==> config.mk <==
export PLATFORM = sky130hd
export DESIGN_NAME = chtb_front
export DESIGN_NICKNAME = d
export VERILOG_FILES = /design/src/hw/rtl/chtb_pkg.sv /design/src/hw/rtl/chtb_queue.sv /design/src/hw/rtl/chtb_front.sv
export SDC_FILE = /design/constraint.sdc
export NUM_CORES = 1
export LEC_CHECK = 0
export BUFFER_PORTS_ARGS = -buffer_cell sky130_fd_sc_hd__buf_2
export CORE_MARGIN = 3
export CORE_UTILIZATION = 55
export CTS_CLUSTER_DIAMETER = 100
export DETAILED_ROUTE_END_ITERATION = 6
export MAX_ROUTING_LAYER = met4
export PLACE_DENSITY_LB_ADDON = 0.15
export SYNTH_ARGS = -nofsm -noshare
export SYNTH_HDL_FRONTEND = slang
export SYNTH_SLANG_ARGS = --single-unit
export TNS_END_PERCENT = 5
==> constraint.sdc <==
create_clock -name clk -period 4.2 [get_ports clk]
set_input_delay 0.21 -clock clk [delete_from_list [all_inputs] [get_ports clk]]
set_output_delay 0.21 -clock clk [all_outputs]
set_load 0.005 [all_outputs]
==> src/hw/rtl/chtb_pkg.sv <==
// chtb_pkg: types, codes and defaults shared by the canonical huffman table builder
// no dependencies; imported by every module of the block

package chtb_pkg;

  localparam int DEF_MAX_CODE_LENGTH = 16;
  localparam int DEF_SYMBOL_COUNT    = 256;
  localparam int CMD_QUEUE_DEPTH     = 2;

  // request operation codes
  localparam logic [1:0] OP_CLEAR     = 2'd0;
  localparam logic [1:0] OP_SET_COUNT = 2'd1;
  localparam logic [1:0] OP_APPEND    = 2'd2;
  localparam logic [1:0] OP_LOOKUP    = 2'd3;

  // result status codes
  localparam logic [1:0] STATUS_OK        = 2'd0;
  localparam logic [1:0] STATUS_NOT_FOUND = 2'd1;
  localparam logic [1:0] STATUS_OVERFULL  = 2'd2;

  typedef struct packed {
    logic [1:0] operation;
    logic [4:0] length_index;
    logic [7:0] count_value;
    logic [7:0] symbol_value;
  } request_t;

  typedef struct packed {
    logic [15:0] code_bits;
    logic [4:0]  code_length;
    logic [1:0]  status;
  } result_t;

  // classified command handed from front to back
  typedef enum logic [2:0] {
    CMD_ACK,
    CMD_REJECT,
    CMD_CLEAR,
    CMD_SET_COUNT,
    CMD_APPEND,
    CMD_LOOKUP
  } cmd_kind_t;

  typedef struct packed {
    cmd_kind_t  kind;
    logic [4:0] length_index;
    logic [7:0] count_value;
    logic [7:0] symbol_value;
  } cmd_t;

  typedef enum logic [1:0] {
    BK_IDLE,
    BK_SKIP,
    BK_READ
  } back_state_t;

  typedef struct packed {
    logic       skipping;
    logic       reading;
    logic [4:0] cur_len;
  } back_status_t;

endpackage

==> src/hw/rtl/chtb_queue.sv <==
// chtb_queue: short command queue between front and back
// depends on chtb_pkg (cmd_t, CMD_QUEUE_DEPTH)

module chtb_queue (
  input  logic          clk,
  input  logic          rst,
  input  logic          wr_en,
  input  chtb_pkg::cmd_t wr_data,
  output logic          full,
  output logic          rd_valid,
  input  logic          rd_en,
  output chtb_pkg::cmd_t rd_data
);
  import chtb_pkg::*;

  localparam int PTR_W = (CMD_QUEUE_DEPTH > 1) ? $clog2(CMD_QUEUE_DEPTH) : 1;
  localparam int CNT_W = $clog2(CMD_QUEUE_DEPTH + 1);

  cmd_t             slots [CMD_QUEUE_DEPTH];
  logic [PTR_W-1:0] wr_ptr;
  logic [PTR_W-1:0] rd_ptr;
  logic [CNT_W-1:0] fill;

  assign full     = (fill == CNT_W'(CMD_QUEUE_DEPTH));
  assign rd_valid = (fill != '0);
  assign rd_data  = slots[rd_ptr];

  always_ff @(posedge clk) begin
    if (rst) begin
      wr_ptr <= '0;
      rd_ptr <= '0;
      fill   <= '0;
    end else begin
      if (wr_en) begin
        wr_ptr <= (wr_ptr == PTR_W'(CMD_QUEUE_DEPTH - 1)) ? '0 : wr_ptr + 1'b1;
      end
      if (rd_en) begin
        rd_ptr <= (rd_ptr == PTR_W'(CMD_QUEUE_DEPTH - 1)) ? '0 : rd_ptr + 1'b1;
      end
      if (wr_en && !rd_en) begin
        fill <= fill + 1'b1;
      end else if (!wr_en && rd_en) begin
        fill <= fill - 1'b1;
      end
    end
  end

  always_ff @(posedge clk) begin
    if (wr_en) begin
      slots[wr_ptr] <= wr_data;
    end
  end

endmodule

==> src/hw/rtl/chtb_front.sv <==
// chtb_front: accepts request beats, classifies them and queues commands
// depends on chtb_pkg and chtb_queue

module chtb_front #(
  parameter int MAX_CODE_LENGTH = chtb_pkg::DEF_MAX_CODE_LENGTH,
  parameter int SYMBOL_COUNT    = chtb_pkg::DEF_SYMBOL_COUNT
) (
  input  logic              clk,
  input  logic              rst,
  input  logic              push,
  output logic              full,
  input  chtb_pkg::request_t request,
  output logic              cmd_valid,
  input  logic              cmd_take,
  output chtb_pkg::cmd_t     cmd
);
  import chtb_pkg::*;

  cmd_t cls;
  logic len_ok;
  logic sym_ok;
  logic accept;

  assign len_ok = (request.length_index != 5'd0) &&
                  (request.length_index <= 5'(MAX_CODE_LENGTH));
  assign sym_ok = ({1'b0, request.symbol_value} < 9'(SYMBOL_COUNT));
  assign accept = push && !full;

  always_comb begin
    cls.length_index = request.length_index;
    cls.count_value  = request.count_value;
    cls.symbol_value = request.symbol_value;
    unique case (request.operation)
      OP_CLEAR:     cls.kind = CMD_CLEAR;
      OP_SET_COUNT: cls.kind = len_ok ? CMD_SET_COUNT : CMD_ACK;
      OP_APPEND:    cls.kind = sym_ok ? CMD_APPEND : CMD_REJECT;
      OP_LOOKUP:    cls.kind = sym_ok ? CMD_LOOKUP : CMD_REJECT;
      default:      cls.kind = CMD_ACK;
    endcase
  end

  chtb_queue u_queue (
    .clk      (clk),
    .rst      (rst),
    .wr_en    (accept),
    .wr_data  (cls),
    .full     (full),
    .rd_valid (cmd_valid),
    .rd_en    (cmd_take),
    .rd_data  (cmd)
  );

endmodule

==> tab_implementation.tex <==
\begin{tabular}{lr}
\hline
Metric & Value \\
\hline
\multicolumn{2}{l}{\textbf{Setup path}} \\
Critical-path cell list & mux2\_2 > buf\_2 \\
Arrival time at the worst endpoint & 1950 ps \\
Stage delay of the slowest cell on the critical path & 1030 ps \\
Top cell family by delay on the critical path & flip-flops \\
Slowest stage cell on the critical path & sky130\_fd\_sc\_hd\_\_dfxtp\_1 \\
Maximum fanout count along the critical path & 24 \\
Reg-to-reg slack, setup & 2280 ps \\
CP startpoint kind & flip-flop \\
Buffer and inverter count on the worst path & 1 \\
R2R cell count & 3 \\
Cell depth of the worst setup path & 2 \\
Required time of the critical path & 3990 ps \\
Nature of the critical path endpoint & output pin \\
Start-to-end type of the worst setup path & flip-flop to output pin \\
\multicolumn{2}{l}{\textbf{STA}} \\
Total negative slack for setup checks & 0 ps \\
Final cycle utilization of the critical path & 0.514 \\
Number of setup violations in the final report & 0 \\
Worst hold-check slack & 28.2 ps \\
Slew Limit Headroom & 0.272 \\
Layout Skew & 9.46 ps \\
Least-Margin Pin Slew & 1090 ps \\
Unrepaired setup endpoints after global routing & false \\
Final period demand of the worst path & 2160 ps \\
Number of hold-slack violations in the final timing report & 0 \\
Final max-slew violation count & 0 \\
Max Clock Freq & 0.463 GHz \\
\multicolumn{2}{l}{\textbf{Layout}} \\
Number of antenna diodes & 0 \\
Final Core Density & 0.696 \\
Share of cells above drive strength 1 & 0.525 \\
Final non-filler cell total & 208 \\
Most frequent cells in the layout & sky130\_fd\_sc\_hd\_\_buf\_2, sky130\_fd\_sc\_hd\_\_edfxtp\_1, sky130\_fd\_sc\_hd\_\_mux2\_2 \\
Post-synthesis to final-layout area growth & 19.1\% \\
Commonest non-fill, non-tap cell in the layout & sky130\_fd\_sc\_hd\_\_buf\_2 \\
Post-layout net count & 189 \\
\multicolumn{2}{l}{\textbf{Drt}} \\
Number of violations reported at the end of detailed-routing iteration 0 & 42 \\
Routed WL per cell & 14.6 um \\
Detailed Routing Iterations Pass 1 & 4 \\
Antenna Nets Post-Route & 0 \\
Routed via count divided by cell count & 5.01 \\
Number of remaining DRC errors & 0 \\
Routed vias & 1,043 \\
Routed WL & 3050 um \\
\multicolumn{2}{l}{\textbf{Floorplan}} \\
Chip height & 66.0 um \\
Die area & 0.00436 mm2 \\
Chip Width & 66.0 um \\
Initial cell density of the core & 0.584 \\
Top-Level Pins & 53 \\
Num rows & 21 \\
Core outline area & 0.00339 mm2 \\
\multicolumn{2}{l}{\textbf{Global routing}} \\
First-pass GRT wire length & 4750 um \\
Final global-route overflow total & 0 \\
Largest net degree at the start of global routing & 25 \\
Number of antenna violations at the first check in global routing & 0 \\
GRT Util Overall & 0.155 \\
Via count of the first global-routing pass & 1,056 \\
\multicolumn{2}{l}{\textbf{Pwr}} \\
Power density cells & 462 mW/mm2 \\
Share of total power in combinational logic & 0.144 \\
Internal & 0.000844 W \\
Clock power frac & 0.248 \\
Switching Fraction & 0.225 \\
Maximum VDD drop & 0.351 mV \\
PnR Total Power & 0.00109 W \\
Sequential share of power & 0.609 \\
Switching power & 0.000245 W \\
Static leakage & 0.906 nW \\
\multicolumn{2}{l}{\textbf{Place}} \\
Placed Instances & 200 \\
Dpl hpwl & 2090 um \\
Number of buffers inserted by port buffering & 52 \\
Final GP Congestion & 0.671 \\
\multicolumn{2}{l}{\textbf{Flow run}} \\
Max-cap check violation count & 0 \\
\multicolumn{2}{l}{\textbf{Clocking}} \\
Root cell of the clock tree & sky130\_fd\_sc\_hd\_\_clkbuf\_4 \\
CTS Hold Bufs & 0 \\
CTS sink cnt & 53 \\
Number of H-tree levels & 2 \\
TritonCTS clock tree & built \\
Insertion delay to the later sink of the worst-skew pair & 360 ps \\
Post-CTS setup buffer count & 0 \\
Buffers from clock root to sink, at most & 2 \\
TritonCTS buffer count & 5 \\
Post-CTS resize count & 0 \\
Clock transition at the registers of the reported paths & 140 ps \\
\multicolumn{2}{l}{\textbf{Synth}} \\
Synth unique cells & 18 \\
Mean Syn Cell Area & 18.7 um2 \\
Seq/Total Area, Yosys & 0.778 \\
Number of nets produced by synthesis & 134 \\
Post-synthesis cell area & 0.00198 mm2 \\
Number of warning messages in the yosys log & 0 \\
Count of state elements after synthesis & 53 \\
Cell count after synthesis & 106 \\
\multicolumn{2}{l}{\textbf{Run status}} \\
Result of the run & finished, final reports clean \\
\multicolumn{2}{l}{\textbf{Worst hold path}} \\
Depth of the worst hold-timing path & 1 \\
Worst min-delay path category & primary input to flip-flop \\
\hline
\end{tabular}
-- power by group through the flow --
stage	logic, W	clock network [W]	registers (W)
after global routing	0.000174	0.000297	0.000669
after CTS	0.000160	0.000272	0.000664
final	0.000156	0.000269	0.000663
after floorplan	0.0000991	0	0.000661
after global placement	0.000154	0	0.000671
after detailed placement	0.000160	0	0.000676
-- flip-flops by register name, indices dropped and copies added (netlist names), named ones only --
| register | count |
|---|---|
| u_queue.rd_ptr | 1 |
| u_queue.slots | 48 |
| u_queue.wr_ptr | 1 |
| u_queue.fill | 2 |
-- cell type report --
type,count,area (um2)
Multi-Input combinational cell,45,405
Tap cell,46,57.6
Inverter,4,15.0
Fill cell,232,1030
Clock buffer,5,37.5
Clock inverter,3,41.3
Timing Repair Buffer,52,260
Sequential cell,53,1540
-- path summary, 6_finish.rpt --
path / from / endpoint
setup / recovery: flip-flop / cmd[21]
hold / removal: request[4] / u_queue.slots[0][4]$_DFFE_PP_
setup reg to reg: u_queue.fill[0]$_SDFFE_PP0P_ / u_queue.slots[0][0]$_DFFE_PP_
hold reg to reg: u_queue.wr_ptr$_SDFFE_PP0N_ / u_queue.wr_ptr$_SDFFE_PP0N_
-- kinds of logic (layout without fill, tap and decap cells) --
| logic type | count (synthesis) | count (layout) | share of synthesized area |
|---|---|---|---|
| flip-flops | 53 | 53 | 0.778 |
| multiplexers | 24 | 24 | 0.136 |
| AND/OR/NAND/NOR | 10 | 10 | 0.0278 |
| buffers and inverters | 8 | 64 | 0.0170 |
| AO/OA/AOI/OAI | 6 | 6 | 0.0164 |
| XOR/XNOR | 4 | 4 | 0.0177 |
| adder cells (fa/ha/maj) | 1 | 1 | 0.00632 |
-- metrics by stage --
step                setup WS, ps  instance area, um2
floorplan                   2540                1980
global placement            2330                2280
detailed placement          2260                2280
CTS                         1990                2360
global route                1900                2360
finish                      2040                2360
-- synth_stat cells (all sizes together) --
library cell / n / area share
a21boi: 1 / 0.0038
a21oi: 3 / 0.0076
and2: 1 / 0.0032
buf: 3 / 0.0076
clkbuf: 1 / 0.0019
dfxtp: 5 / 0.051
edfxtp: 48 / 0.73
ha: 1 / 0.0063
inv: 4 / 0.0076
mux2: 24 / 0.14
nor2: 4 / 0.0076
nor2b: 1 / 0.0044
nor4: 1 / 0.0032
o21ai: 2 / 0.0051
or2: 1 / 0.0032
or3: 2 / 0.0063
xnor2: 1 / 0.0044
xor2: 3 / 0.013
-- per-layer routing --
layer  track usage  vias up  routed length [um]
met4        0.0381        0                  24
li1              -      511                   -
met1         0.171      492                1210
met5             -        -                   0
met3        0.0561        4                 234
met2         0.268       36                1570
No activity file was read; power rests on OpenSTA's default activity.
